File: src/rtl/core/detc_pkg.sv
// Shared types, formats and codes for the drive engine throttle controller.
// No dependencies; every other file of the block imports this package.
package detc_pkg;

    // Field formats
    localparam int SPEED_WIDTH    = 16;
    localparam int POWER_WIDTH    = 16;
    localparam int SPD_FRAC       = SPEED_WIDTH - 4;
    localparam int PWR_FRAC       = POWER_WIDTH - 2;
    localparam int GAIN_WIDTH     = 6;
    localparam int DRIVE_WIDTH    = 15;
    localparam int DRIVE_FRAC     = 14;
    localparam int CFG_DATA_WIDTH = 15;
    localparam int TIME_WIDTH     = 16;
    localparam int TIME_FRAC      = 12;
    localparam int LAMP_WIDTH     = 6;

    localparam int PMAG_WIDTH = PWR_FRAC + 1;
    localparam int MAX_FRAC   = (SPD_FRAC > PWR_FRAC) ? SPD_FRAC : PWR_FRAC;

    // Speed error to power: shift product by the format difference
    localparam int ERR_SHL   = (PWR_FRAC >= SPD_FRAC) ? PWR_FRAC - SPD_FRAC : 0;
    localparam int ERR_SHR   = (PWR_FRAC >= SPD_FRAC) ? 0 : SPD_FRAC - PWR_FRAC;
    localparam int ESC_WIDTH = MAX_FRAC + GAIN_WIDTH;

    // Q1.14 register values to power format
    localparam int Q14_SHL   = (PWR_FRAC >= DRIVE_FRAC) ? PWR_FRAC - DRIVE_FRAC : 0;
    localparam int Q14_SHR   = (PWR_FRAC >= DRIVE_FRAC) ? 0 : DRIVE_FRAC - PWR_FRAC;
    localparam int Q14_WIDTH = (PMAG_WIDTH > DRIVE_WIDTH) ? PMAG_WIDTH : DRIVE_WIDTH;

    // Divide by seven through a reciprocal, exact for numerators up to 2*one
    localparam int DIV7_SHIFT     = PWR_FRAC + 4;
    localparam int DIV7_NUM_WIDTH = PWR_FRAC + 2;
    localparam int DIV7_MUL_WIDTH = DIV7_SHIFT - 2;
    localparam int DIV7_PRD_WIDTH = DIV7_NUM_WIDTH + DIV7_MUL_WIDTH;

    // Ramp step product
    localparam int MPROD_WIDTH = PMAG_WIDTH + TIME_WIDTH;
    localparam int MAG_WIDTH   = MPROD_WIDTH - TIME_FRAC;

    typedef logic signed [SPEED_WIDTH-1:0] speed_t;
    typedef logic signed [SPEED_WIDTH:0]   act_t;
    typedef logic signed [SPEED_WIDTH+1:0] err_t;
    typedef logic        [SPEED_WIDTH:0]   aerr_t;
    typedef logic        [PWR_FRAC:0]      pmag_t;
    typedef logic signed [POWER_WIDTH-1:0] power_t;
    typedef logic        [TIME_WIDTH-1:0]  dtime_t;
    typedef logic        [GAIN_WIDTH-1:0]  gain_t;
    typedef logic        [DRIVE_WIDTH-1:0] drive_t;
    typedef logic        [CFG_DATA_WIDTH-1:0] cfg_data_t;
    typedef logic        [LAMP_WIDTH-1:0]  lamp_t;
    typedef logic        [ESC_WIDTH-1:0]   esc_t;
    typedef logic        [Q14_WIDTH-1:0]   q14_t;
    typedef logic        [DIV7_NUM_WIDTH-1:0] div7_num_t;
    typedef logic        [DIV7_MUL_WIDTH-1:0] div7_mul_t;
    typedef logic        [DIV7_PRD_WIDTH-1:0] div7_prd_t;
    typedef logic        [MPROD_WIDTH-1:0] mprod_t;
    typedef logic        [MAG_WIDTH-1:0]   mag_t;

    localparam pmag_t     PWR_ONE  = pmag_t'(longint'(1) << PWR_FRAC);
    localparam aerr_t     SPD_ONE  = aerr_t'(longint'(1) << SPD_FRAC);
    localparam aerr_t     TOL_GOAL = aerr_t'(((longint'(1) << SPD_FRAC) + 50) / 100);
    localparam aerr_t     TOL_DEAD = aerr_t'(((longint'(1) << SPD_FRAC) + 100) / 200);
    localparam div7_mul_t DIV7_MUL = div7_mul_t'(((longint'(1) << DIV7_SHIFT) + 6) / 7);

    // Configuration registers
    typedef enum logic [1:0] {
        CFG_ERROR_GAIN = 2'd0,
        CFG_MIN_DRIVE  = 2'd1,
        CFG_HOLD_DRIVE = 2'd2,
        CFG_RAMP_RATE  = 2'd3
    } cfg_index_t;

    typedef struct packed {
        gain_t  error_gain;
        drive_t min_drive;
        drive_t hold_drive;
        drive_t ramp_rate;
    } cfg_t;

    localparam gain_t  ERROR_GAIN_RESET = gain_t'(10);
    localparam drive_t MIN_DRIVE_RESET  = drive_t'(4915);
    localparam drive_t HOLD_DRIVE_RESET = drive_t'(4096);
    localparam drive_t RAMP_RATE_RESET  = drive_t'(819);

    // Cab and button codes
    localparam logic [1:0] CAB_FRONT = 2'd1;
    localparam logic [1:0] CAB_REAR  = 2'd2;
    localparam int BTN_NEUT = 0;
    localparam int BTN_FWD  = 1;
    localparam int BTN_REV  = 2;

    typedef enum logic [1:0] {
        DIR_NEUT = 2'd0,
        DIR_FWD  = 2'd1,
        DIR_REV  = 2'd2
    } dir_t;

    typedef enum logic [1:0] {
        MODE_OFF   = 2'd0,
        MODE_START = 2'd1,
        MODE_ON    = 2'd2,
        MODE_STOP  = 2'd3
    } mode_t;

    localparam lamp_t LAMP_NEUT = 6'h03;
    localparam lamp_t LAMP_FWD  = 6'h24;
    localparam lamp_t LAMP_REV  = 6'h18;

    // Sequencer
    typedef enum logic [2:0] {
        SEQ_IDLE   = 3'd0,
        SEQ_EVAL   = 3'd1,
        SEQ_SCALE  = 3'd2,
        SEQ_PICK   = 3'd3,
        SEQ_RAMP   = 3'd4,
        SEQ_COMMIT = 3'd5
    } seq_state_t;

    typedef struct packed {
        logic load;
        logic eval;
        logic scale;
        logic pick;
        logic ramp;
        logic commit;
    } dp_cmd_t;

endpackage

File: src/rtl/core/drive_engine_throttle_controller_unit.sv
// Top level of the drive engine throttle controller.
// Depends on detc_pkg, detc_cfg, detc_ctrl and detc_dp.
//
//   channel   handshake               payload
//   -------   ---------------------   ------------------------------------------
//   input     in_valid / in_stall     cab, buttons, sound busy, speeds, goals, time
//   output    out_valid / out_stall   power, mode, direction, lamps, sound pulses
//   config    cfg_we (no wait)        cfg_index, cfg_data
//
// From acceptance to the next acceptance an item passes through one load, then
// the sequencer steps error/target, divide-by-seven multiply, target pick, slew
// multiply and commit. Commit waits while an earlier result item is held by
// out_stall; a new item is taken as soon as the commit is done.
// Reset (rst_n low, asynchronous) sets direction neutral, engine off, power
// zero and the configuration registers to their defaults; no clearing pass.
module drive_engine_throttle_controller_unit
    import detc_pkg::*;
(
    input  logic       clk,
    input  logic       rst_n,

    // Configuration write port
    input  logic       cfg_we,
    input  cfg_index_t cfg_index,
    input  cfg_data_t  cfg_data,

    // Input item
    input  logic       in_valid,
    output logic       in_stall,
    input  logic [1:0] active_cab,
    input  logic [2:0] buttons_front,
    input  logic [2:0] buttons_rear,
    input  logic       start_sound_busy,
    input  logic       stop_sound_busy,
    input  speed_t     speed_front,
    input  speed_t     goal_front,
    input  speed_t     speed_rear,
    input  speed_t     goal_rear,
    input  dtime_t     step_time,
    input  logic       fast_time,

    // Result item
    output logic       out_valid,
    input  logic       out_stall,
    output power_t     drive_power,
    output logic [1:0] engine_mode,
    output logic [1:0] travel_direction,
    output lamp_t      lamp_pattern,
    output logic       start_sound_pulse,
    output logic       stop_sound_pulse,
    output logic       run_sound_pulse
);

    cfg_t    cfg;
    dp_cmd_t cmd;

    // Hold the four tuning registers
    detc_cfg u_cfg (
        .clk       (clk),
        .rst_n     (rst_n),
        .cfg_we    (cfg_we),
        .cfg_index (cfg_index),
        .cfg_data  (cfg_data),
        .cfg       (cfg)
    );

    // Sequence each item and track the result register
    detc_ctrl u_ctrl (
        .clk       (clk),
        .rst_n     (rst_n),
        .in_valid  (in_valid),
        .in_stall  (in_stall),
        .out_valid (out_valid),
        .out_stall (out_stall),
        .cmd       (cmd)
    );

    // Latch direction, advance the engine mode, slew power
    detc_dp u_dp (
        .clk               (clk),
        .rst_n             (rst_n),
        .cmd               (cmd),
        .cfg               (cfg),
        .active_cab        (active_cab),
        .buttons_front     (buttons_front),
        .buttons_rear      (buttons_rear),
        .start_sound_busy  (start_sound_busy),
        .stop_sound_busy   (stop_sound_busy),
        .speed_front       (speed_front),
        .goal_front        (goal_front),
        .speed_rear        (speed_rear),
        .goal_rear         (goal_rear),
        .step_time         (step_time),
        .fast_time         (fast_time),
        .drive_power       (drive_power),
        .engine_mode       (engine_mode),
        .travel_direction  (travel_direction),
        .lamp_pattern      (lamp_pattern),
        .start_sound_pulse (start_sound_pulse),
        .stop_sound_pulse  (stop_sound_pulse),
        .run_sound_pulse   (run_sound_pulse)
    );

endmodule

File: src/rtl/core/detc_cfg.sv
// Configuration register file: gain, minimum drive, hold drive, ramp rate.
// Depends on detc_pkg.
module detc_cfg
    import detc_pkg::*;
(
    input  logic       clk,
    input  logic       rst_n,
    input  logic       cfg_we,
    input  cfg_index_t cfg_index,
    input  cfg_data_t  cfg_data,
    output cfg_t       cfg
);

    cfg_t cfg_reg;
    cfg_t cfg_next;

    always_comb
    begin
        cfg_next = cfg_reg;
        if (cfg_we)
        begin
            unique case (cfg_index)
                CFG_ERROR_GAIN: cfg_next.error_gain = cfg_data[GAIN_WIDTH-1:0];
                CFG_MIN_DRIVE:  cfg_next.min_drive  = cfg_data[DRIVE_WIDTH-1:0];
                CFG_HOLD_DRIVE: cfg_next.hold_drive = cfg_data[DRIVE_WIDTH-1:0];
                CFG_RAMP_RATE:  cfg_next.ramp_rate  = cfg_data[DRIVE_WIDTH-1:0];
            endcase
        end
    end

    always_ff @(posedge clk or negedge rst_n)
    begin
        if (!rst_n)
        begin
            cfg_reg.error_gain <= ERROR_GAIN_RESET;
            cfg_reg.min_drive  <= MIN_DRIVE_RESET;
            cfg_reg.hold_drive <= HOLD_DRIVE_RESET;
            cfg_reg.ramp_rate  <= RAMP_RATE_RESET;
        end
        else
        begin
            cfg_reg <= cfg_next;
        end
    end

    assign cfg = cfg_reg;

endmodule

File: src/rtl/core/detc_ctrl.sv
// Sequencer for the throttle datapath: accepts an item, steps the datapath
// through its phases and owns the result valid flag. Depends on detc_pkg.
module detc_ctrl
    import detc_pkg::*;
(
    input  logic    clk,
    input  logic    rst_n,
    input  logic    in_valid,
    output logic    in_stall,
    output logic    out_valid,
    input  logic    out_stall,
    output dp_cmd_t cmd
);

    seq_state_t state_reg;
    seq_state_t state_next;
    logic       out_valid_reg;
    logic       out_valid_next;
    logic       out_free;

    assign out_free = !out_valid_reg || !out_stall;

    // Next state
    always_comb
    begin
        state_next = state_reg;
        unique case (state_reg)
            SEQ_IDLE:   if (in_valid) state_next = SEQ_EVAL;
            SEQ_EVAL:   state_next = SEQ_SCALE;
            SEQ_SCALE:  state_next = SEQ_PICK;
            SEQ_PICK:   state_next = SEQ_RAMP;
            SEQ_RAMP:   state_next = SEQ_COMMIT;
            SEQ_COMMIT: if (out_free) state_next = SEQ_IDLE;
            default:    state_next = SEQ_IDLE;
        endcase
    end

    // Outputs
    always_comb
    begin
        cmd      = '0;
        in_stall = 1'b1;
        unique case (state_reg)
            SEQ_IDLE:
            begin
                in_stall = 1'b0;
                cmd.load = in_valid;
            end
            SEQ_EVAL:   cmd.eval   = 1'b1;
            SEQ_SCALE:  cmd.scale  = 1'b1;
            SEQ_PICK:   cmd.pick   = 1'b1;
            SEQ_RAMP:   cmd.ramp   = 1'b1;
            SEQ_COMMIT: cmd.commit = out_free;
            default:    cmd        = '0;
        endcase
    end

    // Set on commit, drop once the result item is taken
    always_comb
    begin
        if (cmd.commit)
            out_valid_next = 1'b1;
        else if (out_free)
            out_valid_next = 1'b0;
        else
            out_valid_next = out_valid_reg;
    end

    always_ff @(posedge clk or negedge rst_n)
    begin
        if (!rst_n)
        begin
            state_reg     <= SEQ_IDLE;
            out_valid_reg <= 1'b0;
        end
        else
        begin
            state_reg     <= state_next;
            out_valid_reg <= out_valid_next;
        end
    end

    assign out_valid = out_valid_reg;

endmodule

File: src/rtl/core/detc_dp.sv
// Throttle datapath: direction latch, engine mode machine, target power law,
// divide-by-seven, slew step and result register. Depends on detc_pkg.
module detc_dp
    import detc_pkg::*;
(
    input  logic       clk,
    input  logic       rst_n,
    input  dp_cmd_t    cmd,
    input  cfg_t       cfg,
    input  logic [1:0] active_cab,
    input  logic [2:0] buttons_front,
    input  logic [2:0] buttons_rear,
    input  logic       start_sound_busy,
    input  logic       stop_sound_busy,
    input  speed_t     speed_front,
    input  speed_t     goal_front,
    input  speed_t     speed_rear,
    input  speed_t     goal_rear,
    input  dtime_t     step_time,
    input  logic       fast_time,
    output power_t     drive_power,
    output logic [1:0] engine_mode,
    output logic [1:0] travel_direction,
    output lamp_t      lamp_pattern,
    output logic       start_sound_pulse,
    output logic       stop_sound_pulse,
    output logic       run_sound_pulse
);

    function automatic pmag_t q14_to_pmag(input drive_t v);
        q14_t wide;
        wide = (q14_t'(v) << Q14_SHL) >> Q14_SHR;
        if (wide > q14_t'(PWR_ONE))
            return PWR_ONE;
        else
            return pmag_t'(wide);
    endfunction

    // Engine state
    dir_t   dir_reg,   dir_next;
    mode_t  mode_reg,  mode_next;
    power_t power_reg, power_next;

    // Item work registers
    act_t   actual_reg;
    speed_t goal_reg;
    dtime_t dt_reg;
    logic   fast_reg;
    logic   start_p_reg, stop_p_reg, run_p_reg;
    logic   zero_goal_reg, hold_sel_reg, opp_reg;
    pmag_t  tgt_base_reg;
    div7_prd_t div_prod_reg;
    pmag_t  tgt_reg, absdiff_reg, step_lim_reg;
    logic   dec_reg;
    mag_t   mag_reg;

    // Result registers
    power_t drive_power_reg;
    mode_t  mode_out_reg;
    dir_t   dir_out_reg;
    lamp_t  lamp_reg;
    logic   start_out_reg, stop_out_reg, run_out_reg;

    // Load phase
    act_t   act_sel;
    speed_t goal_sel;
    logic   start_p, stop_p, run_p;

    always_comb
    begin
        dir_next = dir_reg;
        act_sel  = '0;
        goal_sel = '0;
        if (active_cab == CAB_FRONT)
        begin
            if (buttons_front[BTN_NEUT])
                dir_next = DIR_NEUT;
            else if (buttons_front[BTN_FWD])
                dir_next = DIR_FWD;
            else if (buttons_front[BTN_REV])
                dir_next = DIR_REV;
            act_sel  = act_t'(speed_front);
            goal_sel = goal_front;
        end
        else if (active_cab == CAB_REAR)
        begin
            // aft cab sees the train the other way round
            if (buttons_rear[BTN_NEUT])
                dir_next = DIR_NEUT;
            else if (buttons_rear[BTN_FWD])
                dir_next = DIR_REV;
            else if (buttons_rear[BTN_REV])
                dir_next = DIR_FWD;
            act_sel  = -act_t'(speed_rear);
            goal_sel = goal_rear;
        end
    end

    always_comb
    begin
        mode_next = mode_reg;
        start_p   = 1'b0;
        stop_p    = 1'b0;
        run_p     = 1'b0;
        if (dir_next == DIR_FWD || dir_next == DIR_REV)
        begin
            unique case (mode_reg)
                MODE_OFF, MODE_STOP:
                begin
                    mode_next = MODE_START;
                    start_p   = 1'b1;
                end
                MODE_START: if (!start_sound_busy) mode_next = MODE_ON;
                MODE_ON:    run_p = 1'b1;
            endcase
        end
        else
        begin
            unique case (mode_reg)
                MODE_ON, MODE_START:
                begin
                    mode_next = MODE_STOP;
                    stop_p    = 1'b1;
                end
                MODE_STOP: if (!stop_sound_busy) mode_next = MODE_OFF;
                MODE_OFF:  mode_next = MODE_OFF;
            endcase
        end
    end

    // Evaluate phase: speed error and base target
    pmag_t min_p, hold_p, ramp_p, p_w;
    err_t  err_w;
    aerr_t ae_w, agoal_w;
    esc_t  esc_w, e_w;
    pmag_t base_w;
    logic  opp_w;

    assign min_p  = q14_to_pmag(cfg.min_drive);
    assign hold_p = q14_to_pmag(cfg.hold_drive);
    assign ramp_p = q14_to_pmag(cfg.ramp_rate);
    assign p_w    = power_reg[POWER_WIDTH-1] ? pmag_t'(-power_reg) : pmag_t'(power_reg);

    always_comb
    begin
        if (dir_reg == DIR_FWD)
            err_w = err_t'(goal_reg) - err_t'(actual_reg);
        else
            err_w = -err_t'(goal_reg) - err_t'(actual_reg);
        ae_w    = err_w[SPEED_WIDTH+1] ? aerr_t'(-err_w) : aerr_t'(err_w);
        agoal_w = goal_reg[SPEED_WIDTH-1] ? aerr_t'(-act_t'(goal_reg)) : aerr_t'(goal_reg);
        esc_w   = ((esc_t'(ae_w[SPD_FRAC-1:0]) * esc_t'(cfg.error_gain)) << ERR_SHL) >> ERR_SHR;

        if (cfg.error_gain == '0)
            e_w = '0;
        else if (ae_w >= SPD_ONE)
            e_w = esc_t'(PWR_ONE);
        else
            e_w = esc_w;

        if (e_w < esc_t'(min_p))
            base_w = min_p;
        else if (e_w > esc_t'(PWR_ONE))
            base_w = PWR_ONE;
        else
            base_w = pmag_t'(e_w);

        // train already moving against the correction
        opp_w = (actual_reg > 0 && err_w < 0) || (actual_reg < 0 && err_w > 0);
    end

    // Pick phase: final target and bounded step
    pmag_t tgt_w, div_q, absdiff_w, step_lim_w;
    logic  dec_w;
    div7_num_t div_num;

    assign div_num = (div7_num_t'(PWR_ONE) - div7_num_t'(tgt_base_reg)) << 1;
    assign div_q   = pmag_t'(div_prod_reg >> DIV7_SHIFT);

    always_comb
    begin
        priority if (zero_goal_reg)
            tgt_w = '0;
        else if (hold_sel_reg)
            tgt_w = hold_p;
        else if (opp_reg)
            tgt_w = div_q;
        else
            tgt_w = tgt_base_reg;

        dec_w     = tgt_w < p_w;
        absdiff_w = dec_w ? p_w - tgt_w : tgt_w - p_w;

        if (zero_goal_reg)
            step_lim_w = ramp_p;
        else if (absdiff_w < ramp_p)
            step_lim_w = absdiff_w;
        else
            step_lim_w = ramp_p;
    end

    // Commit phase
    pmag_t new_p;
    lamp_t lamp_w;

    always_comb
    begin
        if (mag_reg > mag_t'(absdiff_reg))
            new_p = tgt_reg;
        else if (dec_reg)
            new_p = p_w - pmag_t'(mag_reg);
        else
            new_p = p_w + pmag_t'(mag_reg);

        if (mode_reg != MODE_ON)
            power_next = '0;
        else if (dir_reg == DIR_REV)
            power_next = -power_t'(new_p);
        else
            power_next = power_t'(new_p);

        unique case (dir_reg)
            DIR_NEUT: lamp_w = LAMP_NEUT;
            DIR_FWD:  lamp_w = LAMP_FWD;
            default:  lamp_w = LAMP_REV;
        endcase
    end

    always_ff @(posedge clk or negedge rst_n)
    begin
        if (!rst_n)
        begin
            dir_reg   <= DIR_NEUT;
            mode_reg  <= MODE_OFF;
            power_reg <= '0;
        end
        else
        begin
            if (cmd.load)
            begin
                dir_reg  <= dir_next;
                mode_reg <= mode_next;
            end
            if (cmd.commit)
                power_reg <= power_next;
        end
    end

    always_ff @(posedge clk)
    begin
        if (cmd.load)
        begin
            actual_reg  <= act_sel;
            goal_reg    <= goal_sel;
            dt_reg      <= step_time;
            fast_reg    <= fast_time;
            start_p_reg <= start_p;
            stop_p_reg  <= stop_p;
            run_p_reg   <= run_p;
        end
        if (cmd.eval)
        begin
            zero_goal_reg <= agoal_w < TOL_GOAL;
            hold_sel_reg  <= (ae_w <= TOL_DEAD) || (ae_w < TOL_GOAL && fast_reg);
            opp_reg       <= opp_w;
            tgt_base_reg  <= base_w;
        end
        if (cmd.scale)
            div_prod_reg <= div7_prd_t'(div_num) * div7_prd_t'(DIV7_MUL);
        if (cmd.pick)
        begin
            tgt_reg      <= tgt_w;
            dec_reg      <= dec_w;
            absdiff_reg  <= absdiff_w;
            step_lim_reg <= step_lim_w;
        end
        if (cmd.ramp)
            mag_reg <= mag_t'((mprod_t'(step_lim_reg) * mprod_t'(dt_reg)) >> TIME_FRAC);
        if (cmd.commit)
        begin
            drive_power_reg <= power_next;
            mode_out_reg    <= mode_reg;
            dir_out_reg     <= dir_reg;
            lamp_reg        <= lamp_w;
            start_out_reg   <= start_p_reg;
            stop_out_reg    <= stop_p_reg;
            run_out_reg     <= run_p_reg;
        end
    end

    assign drive_power       = drive_power_reg;
    assign engine_mode       = mode_out_reg;
    assign travel_direction  = dir_out_reg;
    assign lamp_pattern      = lamp_reg;
    assign start_sound_pulse = start_out_reg;
    assign stop_sound_pulse  = stop_out_reg;
    assign run_sound_pulse   = run_out_reg;

endmodule

File: config.mk
export PLATFORM = sky130hd
export DESIGN_NAME = drive_engine_throttle_controller_unit
export DESIGN_NICKNAME = d
export VERILOG_FILES = /design/src/rtl/core/detc_pkg.sv /design/src/rtl/core/drive_engine_throttle_controller_unit.sv /design/src/rtl/core/detc_cfg.sv /design/src/rtl/core/detc_ctrl.sv /design/src/rtl/core/detc_dp.sv
export SDC_FILE = /design/constraint.sdc
export NUM_CORES = 2
export LEC_CHECK = 0
export BUFFER_PORTS_ARGS = -buffer_cell sky130_fd_sc_hd__buf_2
export CORE_MARGIN = 2
export CORE_UTILIZATION = 35
export DETAILED_ROUTE_END_ITERATION = 10
export GPL_ROUTABILITY_DRIVEN = 1
export PLACE_DENSITY = 0.49
export SKIP_LAST_GASP = 1
export SLEW_MARGIN = 15
export SYNTH_ARGS = -nofsm -noshare
export SYNTH_HDL_FRONTEND = slang
export SYNTH_HIERARCHICAL = 1
export SYNTH_SLANG_ARGS = --single-unit
File: constraint.sdc
create_clock -name clk -period 7.7 [get_ports clk]
set_input_delay 0.77 -clock clk [delete_from_list [all_inputs] [get_ports clk]]
set_output_delay 0.77 -clock clk [all_outputs]
set_load 0.02 [all_outputs]
* Word level (Yosys, flattened, before mapping)
Index checks and enable logic that the tools add are counted.
** Cells by class
- Multiply operators :: 3
- Muxes and demuxes :: 54
- Reduce and logical (&&, ||, !) cells :: 23
- Shift-type cells :: 0
- Divide/modulo/power cells :: 0
- Bitwise operators :: 0
- $lt $le $gt $ge :: 16
- Add/sub/neg operators :: 13
- Equality and inequality tests :: 23
** Operator list (number)
- two-way mux 15 bit :: 14
- two-way mux 17 bit :: 4
- two-way mux 16 bit :: 4
- > comparator 15 bit (second input constant) :: 3
- subtractor 15 bit :: 3
- two-way mux 20 bit :: 2
- less-than comparator 17 x 6 -> 1 bit (second input constant) :: 2
- negator 16 -> 17 bit :: 2
- multiplier 15 x 16 -> 31 bit :: 1
- less-than comparator 15 bit :: 2
- multiplier 15 x 15 -> 30 bit (second input constant) :: 1
- two-way mux 2 bit :: 11
- > comparator 20 x 15 -> 1 bit (second input constant) :: 1
- less-than comparator 20 x 15 -> 1 bit :: 1
- > comparator 19 x 15 -> 1 bit :: 1
- > comparator 18 x 1 -> 1 bit (second input constant) :: 1
- less-than comparator 18 x 1 -> 1 bit (second input constant) :: 1
- multiplier 12 x 6 -> 18 bit :: 1
- two-way mux 18 bit :: 1
- negator 16 -> 18 bit :: 1
- case mux 3 bit (6 select lines) :: 1
- subtractor 16 x 17 -> 18 bit :: 1
- subtractor 18 x 17 -> 18 bit :: 1
- >= comparator 17 x 13 -> 1 bit (second input constant) :: 1
- other kinds (32) :: 71
** Storage, ports and cells
- Memory bits (read-only) :: 0
- RAM bits :: 0
- Flip-flop bits (word level) :: 270
- Output and inout bits :: 31
- Input port bits :: 113
- Latch bits :: 0
- Memories kept :: 0

* Logic depth before layout (Yosys ltp)
- Word-level depth :: 11
- Depth in mapped cells :: 37
- Gate-level depth less buffers :: 36

* Cells and area by module
The synthesis kept the hierarchy.
** Modules (own cells, without submodules)
- detc_dp :: instances 1, area an instance 27889.2 sq um, cells each 3011
- detc_cfg :: instances 1, area an instance 1941.9 sq um, cells each 109
- detc_ctrl :: instances 1, area an instance 257.7 sq um, cells each 27

* Worst setup path after synthesis
OpenSTA, ideal clock, no wires.
- Kind :: flip-flop to flip-flop
- Start point :: reg u_dp.goal_reg[1]
- End point :: reg u_dp.tgt_base_reg[13], data pin
- Clock period less this slack :: 8.340 ns
- Path slack :: -0.640 ns
- Arrival :: 8.152 ns
- Buffers on the path :: 1
- Cell stages (with the launch flop) :: 32
- Required time :: 7.512 ns
- Cells stage by stage :: edfxtp_1 -> ha_1 -> ha_1 -> fa_1 -> a21o_1 -> a22o_1 -> o31ai_1 -> a21oi_1 -> o41ai_2 -> mux2i_1 -> nand2_1 -> buf_4 -> nor2_1 -> xnor2_1 -> nor2b_1 -> fa_1 -> inv_1 -> fa_1 -> fa_1 -> inv_1 -> ha_1 -> a21oi_1 -> o21ai_1 -> a31oi_1 -> o21bai_1 -> a2111o_1 -> a221oi_1 -> a31oi_1 -> nor4_2 -> o21ai_0 -> and3_1 -> o41ai_1
** On the way
- Word-level cells in the longest chain between the ends :: 11
- Elaborated cells on any way between the ends :: 14
- Classes of those cells :: add/sub: 4; mul: 1; order compare: 3; mux: 6
** RTL lines
- from (decl) :: line detc_dp.sv:46 : speed_t goal_reg;
- from (signal assigned) :: line detc_dp.sv:254 : goal_reg <= goal_sel;
- negator 16 -> 18 bit :: line detc_dp.sv:149 : err_w = -err_t'(goal_reg) - err_t'(actual_reg);
- subtractor 18 x 17 -> 18 bit :: line detc_dp.sv:149
- two-way mux 18 bit (*) :: line detc_dp.sv:146 : if (dir_reg == DIR_FWD)
- negator 17 bit :: line detc_dp.sv:150 : ae_w = err_w[SPEED_WIDTH+1] ? aerr_t'(-err_w) : aerr_t'(err_w);
- two-way mux 17 bit (*) :: line detc_dp.sv:150
- multiplier 12 x 6 -> 18 bit / >= comparator 17 x 13 -> 1 bit (equally long branches) :: line detc_dp.sv:152, detc_dp.sv:156
- two-way mux 20 bit (*) :: line detc_dp.sv:156 : else if (ae_w >= SPD_ONE)
- two-way mux 20 bit (*) :: line detc_dp.sv:154 : if (cfg.error_gain == '0)
- > comparator 20 x 15 -> 1 bit :: line detc_dp.sv:163 : else if (e_w > esc_t'(PWR_ONE))
- two-way mux 15 bit :: line detc_dp.sv:163
- two-way mux 15 bit (*) :: line detc_dp.sv:161 : if (e_w < esc_t'(min_p))
- via u_dp.base_w[13] :: line detc_dp.sv:136 : pmag_t base_w;
- to (signal assigned) :: line detc_dp.sv:266 : tgt_base_reg <= base_w;
- to (decl) :: line detc_dp.sv:51 : pmag_t tgt_base_reg;
The timed path passes the listed nets; every way through them passes the cells marked *.
A chain may end at the register's enable or synchronous reset.

* Final worst setup path
- Start point :: reg u_dp.goal_reg[1]
- End point :: reg u_dp.tgt_base_reg[3], data pin
Same word-level chain as after synthesis.

==> results.cfg <==
[routing]
drtIter0Drc = 1279
antenna_left = 0
wl_met1_um = 39600
finalWirelength_um = 83500
post_drt_wl_per_cell_um = 18.0
dr_total_vias = 23200
avgViaCountPerCell = 5.01
first_pass_iters = 5
top_layer = met5
wl_met2_um = 38600
wl_met3_um = 3640
drc = 0

[clock_network]
numCtsBuffers = 38
path_clk_slew_ns = 0.06
htreeDepth = 2
clockBufferDepth = 3
clk_latency_ns = 0.57
clock-sinks = 251
cts_tree = built
root_buffer = clkbuf_16

[logic_synthesis]
synth_ff_type = edfxtp_1
synth_area_um2 = 30100
avgSynthCellArea_um2 = 9.56
ys_async_sr_fraction_pct = 29.9
syn-instance-count = 3147
yosys-top-cells-area = edfxtp_1 18%, fa_1 17%, ha_1 16%
synth_edf_count = 176
yosysTopAreaCell = edfxtp_1
yosys.cell_types.count = 96
netlist.area_leader.share_pct = 17.6
syn_nets = 3894
ys_seq_area_share_pct = 23.9
yosys_warnings = 6
ys_seq_elements = 251

[sta]
max_freq_mhz = 127
hold_violations = 0
relSlewSlack_pct = 21.2
min_period_over_period_pct = 103
worstMarginPinSlew_ns = 1.17
hold_ws_ns = 0.376
fin_skew_ns = 0.0352
layout_min_cycle_time_ns = 7.90
finalSetupViolations = 14
grt_setup_unrepaired = yes
maxSlewViolCount = 0
setup_ws_ns = -0.197
fin_setup_tns_ns = -1.08

[worst_hold_path]
hp-class = primary input to flip-flop
worst_hold_path.num_cells = 1

[floorplan]
ios = 144
start_util_pct = 35.3
dieArea_um2 = 88300
chipWidth_um = 297
rows = 107
core_area_um2 = 85100
die_h_um = 297

[layout]
largest_reg_flops = 51
drive_gt1_share_pct = 18.7
ff_latch_area_um2 = 7180
fill_cells = 8551
multi_input_area_um2 = 21400
synthToLayoutAreaGrowth_pct = 17.6
final_util_pct = 41.5
fin_nets = 4201
fin_area_um2 = 35400

[outcome]
violations = negative setup slack
outcome = finished with violations

[place]
gp_congestion = 0.844
port-buffer-count = 143
place_area_um2 = 33700
dpl.hpwl_um = 68300

[global_route]
grt_pass1_vias = 23600
grt_pass1_wl_um = 134000
grtUsageTotal_pct = 19.0
grt_max_degree = 71
grt_overflow = 0
antenna_found_initial = 6

[critical_path]
cp_max_fo = 8
cp-startpoint = u_dp/goal_reg[1]$_DFFE_PP_
rr_startpoint = u_dp/goal_reg[1]$_DFFE_PP_
path_class = flip-flop to flip-flop
worstPathArrival_ns = 8.29
cp-end-kind = flip-flop
cp_slowest_cell = fa_1
r2r-end = u_dp/tgt_base_reg[3]$_DFFE_PP_
reg2reg_slack_ns = -0.20
cp-endpoint = u_dp/tgt_base_reg[3]$_DFFE_PP_
cp.required_ns = 8.10
startpoint_type = flip-flop
cpPeakStageDelay_ns = 0.54
ff2ff_path_depth = 36

[job]
drv_cap = 0
worst min path at each step:
| stage | from | end |
|---|---|---|
| after floorplan | u_dp/run_p_reg$_SDFFCE_PP0P_ | u_dp/run_sound_pulse$_DFFE_PP_ |
| after global placement | u_dp/run_p_reg$_SDFFCE_PP0P_ | u_dp/run_sound_pulse$_DFFE_PP_ |
| after detailed placement | u_dp/run_p_reg$_SDFFCE_PP0P_ | u_dp/run_sound_pulse$_DFFE_PP_ |
| after CTS | step_time[15] | u_dp/dt_reg[15]$_DFFE_PP_ |
| after global routing | step_time[15] | u_dp/dt_reg[15]$_DFFE_PP_ |
| final | step_time[15] | u_dp/dt_reg[15]$_DFFE_PP_ |
Yosys cell counts, drive strengths merged, types with 17 or more instances:
cell type / count
clkbuf: 77
a31oi: 23
nor2b: 46
and2: 167
nand2b: 45
a211oi: 23
or3: 24
nand4: 20
o31ai: 21
xor2: 49
fa: 260
a21o: 58
nand3: 37
inv: 441
mux2: 70
o21ai: 104
ha: 374
and3: 23
nor2: 136
nor3: 61
dfrtp: 59
a21oi: 124
xnor2: 99
nand2: 271
edfxtp: 176
buf: 28
mux2i: 35
nor4: 32
a22o: 28
o21a: 17
routing by layer:
layer,GRT usage [%],up-vias
li1,-,11400
met1,26.6,11300
met2,31.0,390
met3,2.86,100
met4,4.12,4
met5,0,-
per-stage QoR:
step                      worst slack [ns]  instances
after floorplan                     -0.195       3147
after global placement              -0.457       4548
after detailed placement            -0.481       4548
after CTS                           -0.288       4624
after global routing                -0.579       4628
final                               -0.197       4629
kinds of logic after synthesis:
logic type	Yosys count	share of synthesized area (%)
DFF	251	23.9
muxes	105	3.78
xor gates and xnor gates	148	4.31
adders and majority gates	634	32.9
and+or+nand+nor	926	16.0
AOI/OAI and AO/OA	536	12.2
buffers and inverters	547	7.00
layout by cell type, fill, tap and decap left out, drive strengths merged, types with 23 or more instances in the layout:
cell type,Yosys,routed
nor4,32,32
a21o,58,58
and2,167,167
edfxtp,176,176
buf,28,371
nor2b,46,46
clkbuf,77,47
xnor2,99,99
nor2,136,136
a21oi,124,124
ha,374,374
nand2,271,271
mux2,70,70
nand3,37,37
nand2b,45,45
and3,23,23
o21ai,104,104
nor3,61,61
or3,24,24
fa,260,260
dfrtp,59,59
xor2,49,49
a211oi,23,23
inv,441,445
a22o,28,28
a31oi,23,23
mux2i,35,35
final cells by class:
| type | instances | area share, % |
|---|---|---|
| clock inverters | 22 | 0.587 |
| diodes | 2 | 0.0141 |
| well taps | 1144 | 4.05 |
| clock buffers | 47 | 2.96 |
| flip-flops and latches | 251 | 20.3 |
| inverters | 442 | 4.69 |
| repair buffers | 372 | 7.01 |
| multi-input cells | 2349 | 60.4 |
critical path: cells and delay by family (launching register included):
kind,cells,cell delay (ns)
buffers and inverters,6,0.68
AO/OA/AOI/OAI,14,2.20
XOR/XNOR,2,0.36
multiplexers,1,0.25
flip-flops,1,0.43
AND/OR/NAND/NOR,5,1.03
adder cells (fa/ha/maj),8,2.73
what timing repair did:
action	in CTS	in global routing
gates resized for setup	31	32
setup endpoints to repair	15	24
pin swaps	24	36
hold buffers	1	0
hold endpoints to repair	5	0
setup buffers	6	3
Power is not shown: default switching activity piles up to over one toggle a cycle in this logic, so the estimate is an artifact.
